===== config.mk =====
export PLATFORM = sky130hd
export DESIGN_NAME = ps2_scancode_line_editor
export DESIGN_NICKNAME = d
export VERILOG_FILES = /design/src/hw/rtl/ps2le_pkg.sv /design/src/hw/rtl/ps2le_queue.sv /design/src/hw/rtl/ps2le_front.sv /design/src/hw/rtl/ps2le_back.sv /design/src/hw/rtl/ps2_scancode_line_editor.sv
export VERILOG_INCLUDE_DIRS = /design/src /design/src/hw/rtl
export SDC_FILE = /design/constraint.sdc
export NUM_CORES = 2
export LEC_CHECK = 0
export BUFFER_PORTS_ARGS = -buffer_cell sky130_fd_sc_hd__buf_2
export CORE_ASPECT_RATIO = 1.1
export CORE_MARGIN = 2
export CORE_UTILIZATION = 35
export CTS_BUF_LIST = sky130_fd_sc_hd__clkbuf_8
export DETAILED_ROUTE_END_ITERATION = 10
export PLACE_DENSITY = 0.57
export SLEW_MARGIN = 0
export SYNTH_ARGS = -nofsm -noshare
export SYNTH_HDL_FRONTEND = slang
export SYNTH_SLANG_ARGS = --single-unit
export TNS_END_PERCENT = 30

===== constraint.sdc =====
create_clock -name clk -period 10.15 [get_ports clk]
set_input_delay 2.03 -clock clk [delete_from_list [all_inputs] [get_ports clk]]
set_output_delay 2.03 -clock clk [all_outputs]
set_load 0.01 [all_outputs]

===== src/hw/rtl/ps2_scancode_line_editor_macros.svh =====
// Assertion macros for the scancode line editor.
// Depends on nothing; included by the top level only.
`ifndef PS2_SCANCODE_LINE_EDITOR_MACROS_SVH
`define PS2_SCANCODE_LINE_EDITOR_MACROS_SVH

// The consequent must hold in the same cycle as the antecedent.
`define PS2LE_ASSERT_NOW(lbl, clk_s, rst_s, ante, cons) \
  lbl: assert property (@(posedge clk_s) disable iff (rst_s) (ante) |-> (cons)) \
    else $error("line editor check failed");

// The consequent must hold in the cycle after the antecedent.
`define PS2LE_ASSERT_NEXT(lbl, clk_s, rst_s, ante, cons) \
  lbl: assert property (@(posedge clk_s) disable iff (rst_s) (ante) |=> (cons)) \
    else $error("line editor check failed");

`endif


===== src/hw/rtl/ps2le_pkg.sv =====
// Shared types, codes and the scancode ROM of the scancode line editor.
// Depends on nothing; used by every module of the block.
package ps2le_pkg;

  localparam int BUFFER_DEPTH = 256;
  localparam int PTR_W = $clog2(BUFFER_DEPTH);

  // Input modes.
  localparam logic [1:0] MODE_KEY     = 2'd0;
  localparam logic [1:0] MODE_READ    = 2'd1;
  localparam logic [1:0] MODE_CONSUME = 2'd2;

  // Echo actions.
  localparam logic [1:0] ECHO_NONE  = 2'd0;
  localparam logic [1:0] ECHO_PRINT = 2'd1;
  localparam logic [1:0] ECHO_BS    = 2'd2;
  localparam logic [1:0] ECHO_NL    = 2'd3;

  // Commands passed from the front to the back.
  localparam logic [2:0] OP_NONE    = 3'd0;
  localparam logic [2:0] OP_CHAR    = 3'd1;
  localparam logic [2:0] OP_BS      = 3'd2;
  localparam logic [2:0] OP_ENTER   = 3'd3;
  localparam logic [2:0] OP_READ    = 3'd4;
  localparam logic [2:0] OP_CONSUME = 3'd5;

  // Key codes and characters.
  localparam logic [7:0] RELEASE_BIT = 8'h80;
  localparam logic [7:0] CH_BS       = 8'h08;
  localparam logic [7:0] CH_NL       = 8'h0A;

  typedef struct packed {
    logic [2:0]       op;
    logic [7:0]       ch;
    logic [PTR_W-1:0] idx;
  } cmd_t;

  // Unshifted set 1 make code to ASCII; zero means no mapping.
  function automatic logic [7:0] key_rom(input logic [6:0] code);
    logic [7:0] c;
    c = 8'h00;
    case (code)
      7'h02: c = "1";   7'h03: c = "2";   7'h04: c = "3";   7'h05: c = "4";
      7'h06: c = "5";   7'h07: c = "6";   7'h08: c = "7";   7'h09: c = "8";
      7'h0A: c = "9";   7'h0B: c = "0";   7'h0C: c = "-";   7'h0D: c = "=";
      7'h0E: c = CH_BS; 7'h0F: c = 8'h09;
      7'h10: c = "q";   7'h11: c = "w";   7'h12: c = "e";   7'h13: c = "r";
      7'h14: c = "t";   7'h15: c = "y";   7'h16: c = "u";   7'h17: c = "i";
      7'h18: c = "o";   7'h19: c = "p";   7'h1A: c = "[";   7'h1B: c = "]";
      7'h1C: c = CH_NL; 7'h1E: c = "a";   7'h1F: c = "s";
      7'h20: c = "d";   7'h21: c = "f";   7'h22: c = "g";   7'h23: c = "h";
      7'h24: c = "j";   7'h25: c = "k";   7'h26: c = "l";
      7'h2C: c = "z";   7'h2D: c = "x";   7'h2E: c = "c";   7'h2F: c = "v";
      7'h30: c = "b";   7'h31: c = "n";   7'h32: c = "m";
      7'h39: c = " ";
      default: c = 8'h00;
    endcase
    return c;
  endfunction

endpackage


===== src/hw/rtl/ps2le_queue.sv =====
// Two-entry command queue between the front and the back of the line editor.
// Depends on ps2le_pkg for the command type.
module ps2le_queue (
  input  logic            clk,
  input  logic            rst,
  input  logic            push_valid,
  output logic            push_ready,
  input  ps2le_pkg::cmd_t push_cmd,
  output logic            pop_valid,
  input  logic            pop_ready,
  output ps2le_pkg::cmd_t pop_cmd
);

  ps2le_pkg::cmd_t entries [2];
  logic       wr_ptr;
  logic       rd_ptr;
  logic [1:0] count;
  logic       push;
  logic       pop;

  assign push_ready = (count != 2'd2);
  assign pop_valid  = (count != 2'd0);
  assign push       = push_valid && push_ready;
  assign pop        = pop_valid && pop_ready;
  assign pop_cmd    = entries[rd_ptr];

  // Pointers and fill level.
  always_ff @(posedge clk) begin
    if (rst) begin
      wr_ptr <= 1'b0;
      rd_ptr <= 1'b0;
      count  <= 2'd0;
    end else begin
      if (push) begin
        wr_ptr <= ~wr_ptr;
      end
      if (pop) begin
        rd_ptr <= ~rd_ptr;
      end
      if (push && !pop) begin
        count <= count + 2'd1;
      end else if (pop && !push) begin
        count <= count - 2'd1;
      end
    end
  end

  // Entry storage.
  always_ff @(posedge clk) begin
    if (push) begin
      entries[wr_ptr] <= push_cmd;
    end
  end

endmodule


===== src/hw/rtl/ps2le_front.sv =====
// Front of the line editor: accepts input transactions and classifies them.
// Depends on ps2le_pkg for codes, the command type and the scancode ROM.
module ps2le_front (
  input  logic                        in_valid,
  output logic                        in_ready,
  input  logic [1:0]                  mode,
  input  logic [7:0]                  scancode,
  input  logic [ps2le_pkg::PTR_W-1:0] read_index,
  output logic                        push_valid,
  input  logic                        push_ready,
  output ps2le_pkg::cmd_t             push_cmd
);

  logic [7:0] rom_ch;

  assign in_ready   = push_ready;
  assign push_valid = in_valid;
  assign rom_ch     = ps2le_pkg::key_rom(scancode[6:0]);

  // Turn a mode and scancode into one command for the back.
  always_comb begin
    push_cmd.op  = ps2le_pkg::OP_NONE;
    push_cmd.ch  = rom_ch;
    push_cmd.idx = read_index;
    unique case (mode)
      ps2le_pkg::MODE_KEY: begin
        if ((scancode & ps2le_pkg::RELEASE_BIT) != 8'h00 || rom_ch == 8'h00) begin
          push_cmd.op = ps2le_pkg::OP_NONE;
        end else if (rom_ch == ps2le_pkg::CH_BS) begin
          push_cmd.op = ps2le_pkg::OP_BS;
        end else if (rom_ch == ps2le_pkg::CH_NL) begin
          push_cmd.op = ps2le_pkg::OP_ENTER;
        end else begin
          push_cmd.op = ps2le_pkg::OP_CHAR;
        end
      end
      ps2le_pkg::MODE_READ:    push_cmd.op = ps2le_pkg::OP_READ;
      ps2le_pkg::MODE_CONSUME: push_cmd.op = ps2le_pkg::OP_CONSUME;
      default:                 push_cmd.op = ps2le_pkg::OP_NONE;
    endcase
  end

endmodule


===== src/hw/rtl/ps2le_back.sv =====
// Back of the line editor: holds the line buffer, cursor and ready flag,
// carries out commands and registers one result each. Depends on ps2le_pkg.
module ps2le_back (
  input  logic                  clk,
  input  logic                  rst,
  input  logic                  cmd_valid,
  output logic                  cmd_ready,
  input  ps2le_pkg::cmd_t       cmd,
  output logic                  out_valid,
  input  logic                  out_ready,
  output logic [1:0]            echo_action,
  output logic [7:0]            echo_char,
  output logic                  line_ready,
  output logic [7:0]            line_length,
  output logic [7:0]            read_data
);

  localparam int PW = ps2le_pkg::PTR_W;
  localparam logic [PW-1:0] CURSOR_MAX = PW'(ps2le_pkg::BUFFER_DEPTH - 1);

  logic [7:0]    line_store [ps2le_pkg::BUFFER_DEPTH];
  logic [PW-1:0] cursor;
  logic [PW-1:0] cursor_next;
  logic          ready_flag;
  logic          ready_flag_next;
  logic          pop;
  logic          wr_en;
  logic [7:0]    wr_data;
  logic [1:0]    act;
  logic [7:0]    ch;
  logic          rd_hit;
  logic          rd_hit_q;
  logic [7:0]    rd_q;

  assign cmd_ready = !out_valid || out_ready;
  assign pop       = cmd_valid && cmd_ready;

  // Execute one command against the current line state.
  always_comb begin
    cursor_next     = cursor;
    ready_flag_next = ready_flag;
    wr_en           = 1'b0;
    wr_data         = cmd.ch;
    act             = ps2le_pkg::ECHO_NONE;
    ch              = 8'h00;
    rd_hit          = 1'b0;
    unique case (cmd.op)
      ps2le_pkg::OP_CHAR: begin
        if (cursor < CURSOR_MAX) begin
          wr_en       = 1'b1;
          cursor_next = cursor + PW'(1);
          act         = ps2le_pkg::ECHO_PRINT;
          ch          = cmd.ch;
        end
      end
      ps2le_pkg::OP_BS: begin
        if (cursor != '0) begin
          cursor_next = cursor - PW'(1);
          act         = ps2le_pkg::ECHO_BS;
        end
      end
      ps2le_pkg::OP_ENTER: begin
        wr_en           = 1'b1;
        wr_data         = 8'h00;
        ready_flag_next = 1'b1;
        act             = ps2le_pkg::ECHO_NL;
      end
      ps2le_pkg::OP_READ: begin
        rd_hit = (cmd.idx < cursor);
      end
      ps2le_pkg::OP_CONSUME: begin
        cursor_next     = '0;
        ready_flag_next = 1'b0;
      end
      default: begin
        act = ps2le_pkg::ECHO_NONE;
      end
    endcase
  end

  // Line state and result valid.
  always_ff @(posedge clk) begin
    if (rst) begin
      cursor     <= '0;
      ready_flag <= 1'b0;
      out_valid  <= 1'b0;
    end else if (pop) begin
      cursor     <= cursor_next;
      ready_flag <= ready_flag_next;
      out_valid  <= 1'b1;
    end else if (out_ready) begin
      out_valid  <= 1'b0;
    end
  end

  // Result register, held while the receiver stalls.
  always_ff @(posedge clk) begin
    if (pop) begin
      echo_action <= act;
      echo_char   <= ch;
      line_ready  <= ready_flag_next;
      line_length <= 8'(cursor_next);
      rd_hit_q    <= rd_hit;
    end
  end

  // Line buffer with one write port and a registered read port.
  always_ff @(posedge clk) begin
    if (pop && wr_en) begin
      line_store[cursor] <= wr_data;
    end
    if (pop) begin
      rd_q <= line_store[cmd.idx];
    end
  end

  assign read_data = rd_hit_q ? rd_q : 8'h00;

endmodule


===== src/hw/rtl/ps2_scancode_line_editor.sv =====
// PS/2 set 1 scancode line editor: channel ports in, one result per input.
// Depends on ps2le_pkg, ps2le_front, ps2le_queue, ps2le_back and the macros header.
//
// Usage: each input transaction carries mode, scancode and read_index. Mode 0
// feeds a key scancode, mode 1 reads one byte of the line buffer, mode 2
// consumes the line (clears the ready flag and the length). Every input
// transaction yields exactly one output transaction with echo_action,
// echo_char, line_ready, line_length and read_data, in input order.
// When the queue is empty, an accepted input is first stored as a command in
// the queue and then executed from there into the result register, which
// offers it. Throughput: one transaction per cycle while out_ready is high;
// the back executes one command per cycle into the result register, and the
// 256-byte line buffer has a single write port.
// Reset (rst, synchronous): the cursor and ready flag clear, the queue and
// the result register empty. The buffer contents are not cleared; only
// bytes below the length are ever returned.
// When the receiver holds out_ready low, the result stays in place, the back
// stops, and the two-entry queue fills before in_ready drops.
`include "ps2_scancode_line_editor_macros.svh"

module ps2_scancode_line_editor (
  input  logic       clk,
  input  logic       rst,
  input  logic       in_valid,
  output logic       in_ready,
  input  logic [1:0] mode,
  input  logic [7:0] scancode,
  input  logic [7:0] read_index,
  output logic       out_valid,
  input  logic       out_ready,
  output logic [1:0] echo_action,
  output logic [7:0] echo_char,
  output logic       line_ready,
  output logic [7:0] line_length,
  output logic [7:0] read_data
);

  logic            push_valid;
  logic            push_ready;
  ps2le_pkg::cmd_t push_cmd;
  logic            q_valid;
  logic            q_ready;
  ps2le_pkg::cmd_t q_cmd;

  // Classification of incoming transactions.
  ps2le_front u_front (
    .in_valid   (in_valid),
    .in_ready   (in_ready),
    .mode       (mode),
    .scancode   (scancode),
    .read_index (read_index),
    .push_valid (push_valid),
    .push_ready (push_ready),
    .push_cmd   (push_cmd)
  );

  // Decoupling queue.
  ps2le_queue u_queue (
    .clk        (clk),
    .rst        (rst),
    .push_valid (push_valid),
    .push_ready (push_ready),
    .push_cmd   (push_cmd),
    .pop_valid  (q_valid),
    .pop_ready  (q_ready),
    .pop_cmd    (q_cmd)
  );

  // Execution and result register.
  ps2le_back u_back (
    .clk         (clk),
    .rst         (rst),
    .cmd_valid   (q_valid),
    .cmd_ready   (q_ready),
    .cmd         (q_cmd),
    .out_valid   (out_valid),
    .out_ready   (out_ready),
    .echo_action (echo_action),
    .echo_char   (echo_char),
    .line_ready  (line_ready),
    .line_length (line_length),
    .read_data   (read_data)
  );

  // A result that waits on the receiver stays offered and unchanged.
  `PS2LE_ASSERT_NEXT(a_out_hold, clk, rst, out_valid && !out_ready, out_valid && $stable(line_length))
  // A read result carries no echo.
  `PS2LE_ASSERT_NOW(a_read_no_echo, clk, rst, out_valid && read_data != 8'h00, echo_action == ps2le_pkg::ECHO_NONE)
  // A character is shown only for a print action.
  `PS2LE_ASSERT_NOW(a_char_print, clk, rst, out_valid && echo_action != ps2le_pkg::ECHO_PRINT, echo_char == 8'h00)
  // A newline echo always comes with the line marked ready.
  `PS2LE_ASSERT_NOW(a_nl_ready, clk, rst, out_valid && echo_action == ps2le_pkg::ECHO_NL, line_ready)

endmodule


## After elaboration in Yosys (flattened, before gate mapping)

Memory sizes are Yosys's and may differ from the RTL's. A register that Yosys moved wholly into a read port is not among the register bits.
Cells that the tools add are included.

| word-level totals | value |
|---|---|
| register bits | 34 |
| RAM bits | 2086 |
| bits in read-only memories | 448 |
| bits of input ports | 22 |
| output and inout port bits | 29 |
| logic and storage cells | 75 |
| memories | 3 |

| operators by class | value |
|---|---|
| add/sub/neg operators | 4 |
| magnitude comparators | 2 |
| eq/ne operators | 10 |
| mux-type cells | 26 |
| bitwise logic cells | 2 |
| reduce and logical (&&, ||, !) cells | 17 |

Memory list:

| name | words | bits a word | rd ports | clocked after Yosys merged registers in | wr ports | RTL line | text |
|---|---|---|---|---|---|---|---|
| u_back.line_store | 256 | 8 | 1 | 1 | 1 | ps2le_back.sv:21 | `logic [7:0] line_store [ps2le_pkg::BUFFER_DEPTH];` |
| (name not given) | 64 | 7 | 1 | 0 | 0 | ps2le_pkg.sv:42 | `case (code)` |
| u_queue.entries | 2 | 19 | 1 | 1 | 1 | ps2le_queue.sv:14 | `ps2le_pkg::cmd_t entries [2];` |

Operators by type and width:

| kind | count |
|---|---|
| $mux W8 | 5 |
| $pmux W8 S3 | 1 |
| $eq A8 B4 Y1 const B | 2 |
| $mux W1 | 10 |
| $pmux W3 S3 | 1 |
| $add A8 B1 Y8 const B | 1 |
| $logic_not A8 Y1 | 1 |
| $lt A8 B8 Y1 | 1 |
| $lt A8 B8 Y1 const B | 1 |
| $mux W2 | 4 |
| $reduce_bool A8 Y1 | 1 |
| $sub A8 B1 Y8 const B | 1 |
| $eq A3 B2 Y1 const B | 2 |
| $eq A3 B3 Y1 const B | 2 |
| $mux W3 | 2 |
| $pmux W2 S3 | 1 |
| $reduce_bool A2 Y1 | 3 |
| $logic_and A1 B1 Y1 | 5 |
| $pmux W1 S2 | 2 |
| $eq A3 B1 Y1 const B | 1 |
| $logic_not A1 Y1 | 3 |
| $add A2 B1 Y2 const B | 1 |
| $eq A2 B1 Y1 const B | 1 |
| $eq A2 B2 Y1 const B | 1 |
| other kinds (6) | 8 |

## Depth between registers and ports, before layout

An unclocked memory read counts as a cell.

| logic depth | value |
|---|---|
| word-level depth | 7 |
| depth in mapped cells | 14 |
| mapped depth without buffers | 11 |

## By module

Synthesis repeated with hierarchy kept, for this count alone.

| second synthesis, totals | value |
|---|---|
| cells, all modules | 4005 |
| area, all modules | 83334.9 um^2 |

Modules (own cells, without submodules):

| module | instances | cells each | area an instance (um^2) |
|---|---|---|---|
| ps2le_back | 1 | 3793 | 80825.0 |
| ps2le_queue | 1 | 83 | 1590.3 |
| ps2le_front | 1 | 129 | 919.6 |

## Least setup slack after synthesis

No wires, ideal clock.

| timing | value |
|---|---|
| path kind | register -> register |
| start | reg (tool-made name) |
| end | mem u_back.line_store[0][0] (data pin) |
| arrival | 7.084 ns |
| data required time | 8.761 ns |
| setup slack | 1.677 ns |
| stages on the path, launching flop included | 6 |
| path buffers | 2 |
| cell sequence | dfxtp_1 buf_6 buf_6 mux2i_1 nor2_1 nor2_1 |

RTL lines:

| what | RTL line |
|---|---|
| end, declared | ps2le_back.sv:21 |

==> impl_metrics.py <==
metrics = {
    "status": {
        "run_status": "complete, no violations",
    },
    "finish": {
        "drive_gt1_share_pct": 9.07,
        "stdcell_count": 9094,
        "fillCellCount": 20300,
        "area_growth_pct": 11.2,
        "nNetsFinal": 6039,
        "design_area_um2": 84100,
    },
    "min_path": {
        "min-delay-start": "u_queue.rd_ptr",
        "min_path_type": "flip-flop to flip-flop",
    },
    "worst_setup_path": {
        "required_ps": 10920,
        "cpPeakStageDelay_ps": 1210,
        "cp_data_arrival_time_ps": 6860,
        "worstSetupEndpointType": "flip-flop",
        "worstSetupPathType": "flip-flop to flip-flop",
        "worstSetupStartpointType": "flip-flop",
        "cp_top_family": "simple AND/OR/NAND/NOR gates",
        "critPathMaxFanout": 100,
        "cp_slowest_cell": "nor4_1",
        "crit_chain": "nand2_1, and2_4, inv_6, buf_4, and3_1, a31oi_1, a2111oi_0, nor3_1, nor4_1, o2111ai_1",
        "crit_buf_inv": 2,
    },
    "sta": {
        "setup_viol_count_final": 0,
        "fmaxAchievable_mhz": 164,
        "maxSlewHeadroom_pct": 4.17,
        "final-max-slew-violation-count": 0,
        "rsz0062_at_grt": "false",
        "finalSetupTns_ps": 0,
        "finClkSkew_ps": 86.8,
        "fin_crit_sh_pct": 60.1,
        "hold_ws_ps": 516,
        "hold_viol_final": 0,
        "layout_min_cycle_time_ps": 6100,
        "tightest_slew_ps": 1420,
    },
    "synthesis": {
        "ys_async_sr_fraction_pct": 0,
        "synth_ff_type": "edfxtp_1",
        "synthTopCellsByCount": "nand2_1, edfxtp_1, a21oi_1",
        "yosysSeqAreaShare_pct": 74.0,
        "yosysMostFrequentCell": "nand2_1",
        "synth_area_um2": 75700,
        "netlist_instances": 5966,
        "ys_warn_count": 0,
        "ys_ff_latch": 1869,
        "synth-edff-count": 1854,
        "synthTopCellsByArea": "edfxtp_1, nand2_1, a21oi_1",
        "synth_top_cell_by_area": "edfxtp_1",
        "yosys.cell_types.count": 66,
        "synth_top_area_share_pct": 73.6,
        "synth_area_per_cell_um2": 12.7,
    },
    "power_and_ir_drop": {
        "p_int_mw": 14.1,
        "seq_power_share_pct": 43.3,
        "p_sw_share_pct": 37.2,
        "p_per_area_nw_per_um2": 268,
        "power_switching_mw": 8.39,
        "pwr-share-clk_pct": 26.8,
        "p_leak_nw": 28.1,
        "p_comb_share_pct": 29.9,
        "peakVddDrop_v": 0.000326,
    },
    "floorplan": {
        "rows": 179,
        "core_area_um2": 216000,
        "io_pins": 51,
        "start_util_pct": 35.1,
        "die_h_um": 492,
        "die_area_um2": 220000,
        "die_w_um": 447,
    },
    "clocking": {
        "cts_root_buffer": "clkbuf_8",
        "path_clk_slew_ps": 70,
        "tritoncts": "done",
        "cts_setup_buffers": 0,
        "cts_hold_buf": 0,
        "cts_buffers": 300,
        "worstSkewPairLatency_ps": 1070,
        "cts.repair.resized": 0,
        "clock-sinks": 1869,
        "h-tree-depth": 5,
        "clk_path_buf_depth": 4,
    },
    "grt": {
        "track_usage_pct": 20.0,
        "grt_pass1_vias": 48300,
        "grt_max_degree": 218,
        "overflow": 0,
        "grt_pass1_wl_mm": 324,
        "antenna_found_initial": 14,
    },
    "detailed_routing": {
        "drc_errors": 0,
        "routed_wl_mm": 225,
        "routedWlPerCell_um": 24.8,
        "drt_iter0_markers": 6012,
        "viasPerCell": 5.44,
        "drtPass1Iterations": 7,
        "via_count": 49500,
        "ant_nets": 0,
    },
    "place": {
        "place_congestion": 0.911,
        "place_inst": 8584,
        "numPortBuffers": 48,
        "dp_hpwl_mm": 130,
        "placed_area_um2": 78700,
    },
    "run": {
        "maxCapViolations": 0,
    },
}
-- through the flow --
stage | power (mW) | utilization [%] | setup slack, ps
floorplan | 13.8 | - | 1680
global placement | 16.5 | 36.5 | 3670
detailed placement | 16.6 | 36.5 | 3660
CTS | 22.6 | 39.0 | 3930
global route | 23.4 | 39.0 | 3650
finish | 22.5 | 39.0 | 4050
-- worst paths after layout --
| check | end | slack, ps | cells after the start |
|---|---|---|---|
| hold / removal | u_queue.rd_ptr | 520 | 2 |
| setup reg to reg | u_back.rd_q[0] | 4050 | 10 |
| hold reg to reg | u_queue.rd_ptr | 520 | 2 |
| setup / recovery | u_back.rd_q[0] | 4050 | 10 |
-- kinds of logic (layout without fill, tap and decap cells) --
family	after synthesis	after routing	share of synthesized area, %
xor gates and xnor gates	7	7	0.0810
other	1	4	0.00496
AOI/OAI and AO/OA	1019	1019	8.54
DFF	1869	1869	74.0
buffers and inverters	434	663	2.60
muxes	25	25	0.374
adders and majority gates	27	27	0.446
and+or+nand+nor	2584	2584	14.0
-- registers in the layout, indices dropped and copies added (netlist names), named ones only --
| name | count |
|---|---|
| u_queue.entries | 36 |
| u_back.rd_q | 7 |
| u_back.cursor | 8 |
| u_queue.count | 2 |
| u_back.ready_flag | 1 |
| u_back.out_valid | 1 |
| u_back.line_length | 8 |
| u_back.rd_hit_q | 1 |
| u_back.line_store | 1792 |
| u_back.echo_char | 7 |
| u_queue.rd_ptr | 1 |
| u_queue.wr_ptr | 1 |
| u_back.line_ready | 1 |
| u_back.echo_action | 2 |
-- cells in the final DEF (no fill, tap or decap), types with 7 or more instances in the layout --
cell type,instances
ha_1,27
inv_1,97
nor2_1,301
and3_1,227
a2111oi_0,224
nand3_1,8
dfxtp_1,14
o41ai_2,7
nand2_2,10
nor2_4,7
clkinv_1,60
a21oi_1,476
mux2i_1,18
nand2_1,1853
a31oi_1,229
o41ai_1,14
o21ai_0,20
bufinv_16,11
clkbuf_8,306
nor4_2,7
and2_1,8
o2111ai_1,7
buf_12,13
buf_2,48
buf_4,71
nor3_1,122
clkinvlp_4,12
clkinv_2,38
edfxtp_1,1854
nand2b_1,9
-- layer usage --
metal | wire length [µm] | vias to the layer above | GRT usage, %
li1 | - | 21900 | -
met1 | 90300 | 24500 | 26.1
met2 | 106000 | 2531 | 32.1
met3 | 19000 | 499 | 4.08
met4 | 10100 | 12 | 9.07
met5 | 89 | - | 0
-- worst min-delay path: stages (launching register included) --
cell and delay (ps):
dfxtp_1 320, xnor2_1 80, nor2_1 80
-- layout make-up --
class                      instances  area [µm²]  share of cell area [%]
antenna                            2        5.00                 0.00595
timing repair buffer             132        1030                    1.23
inverter                          23        93.8                   0.112
clock inverter                   202        1170                    1.39
sequential                      1869       56000                    66.5
clock buffer                     306        4210                    5.01
tap                             2896        3620                    4.31
multi-input combinational       3664       18000                    21.4
-- power groups by stage --
stage	registers, mW	logic (mW)	clock network, mW
3_3_place_gp	9.91	6.63	0
2_1_floorplan	10.1	3.72	0
3_5_place_dp	9.91	6.67	0
5_1_grt	9.76	7.15	6.46
4_1_cts	9.75	6.69	6.15
6_report	9.76	6.73	6.04
(Power assumes the default switching activity.)
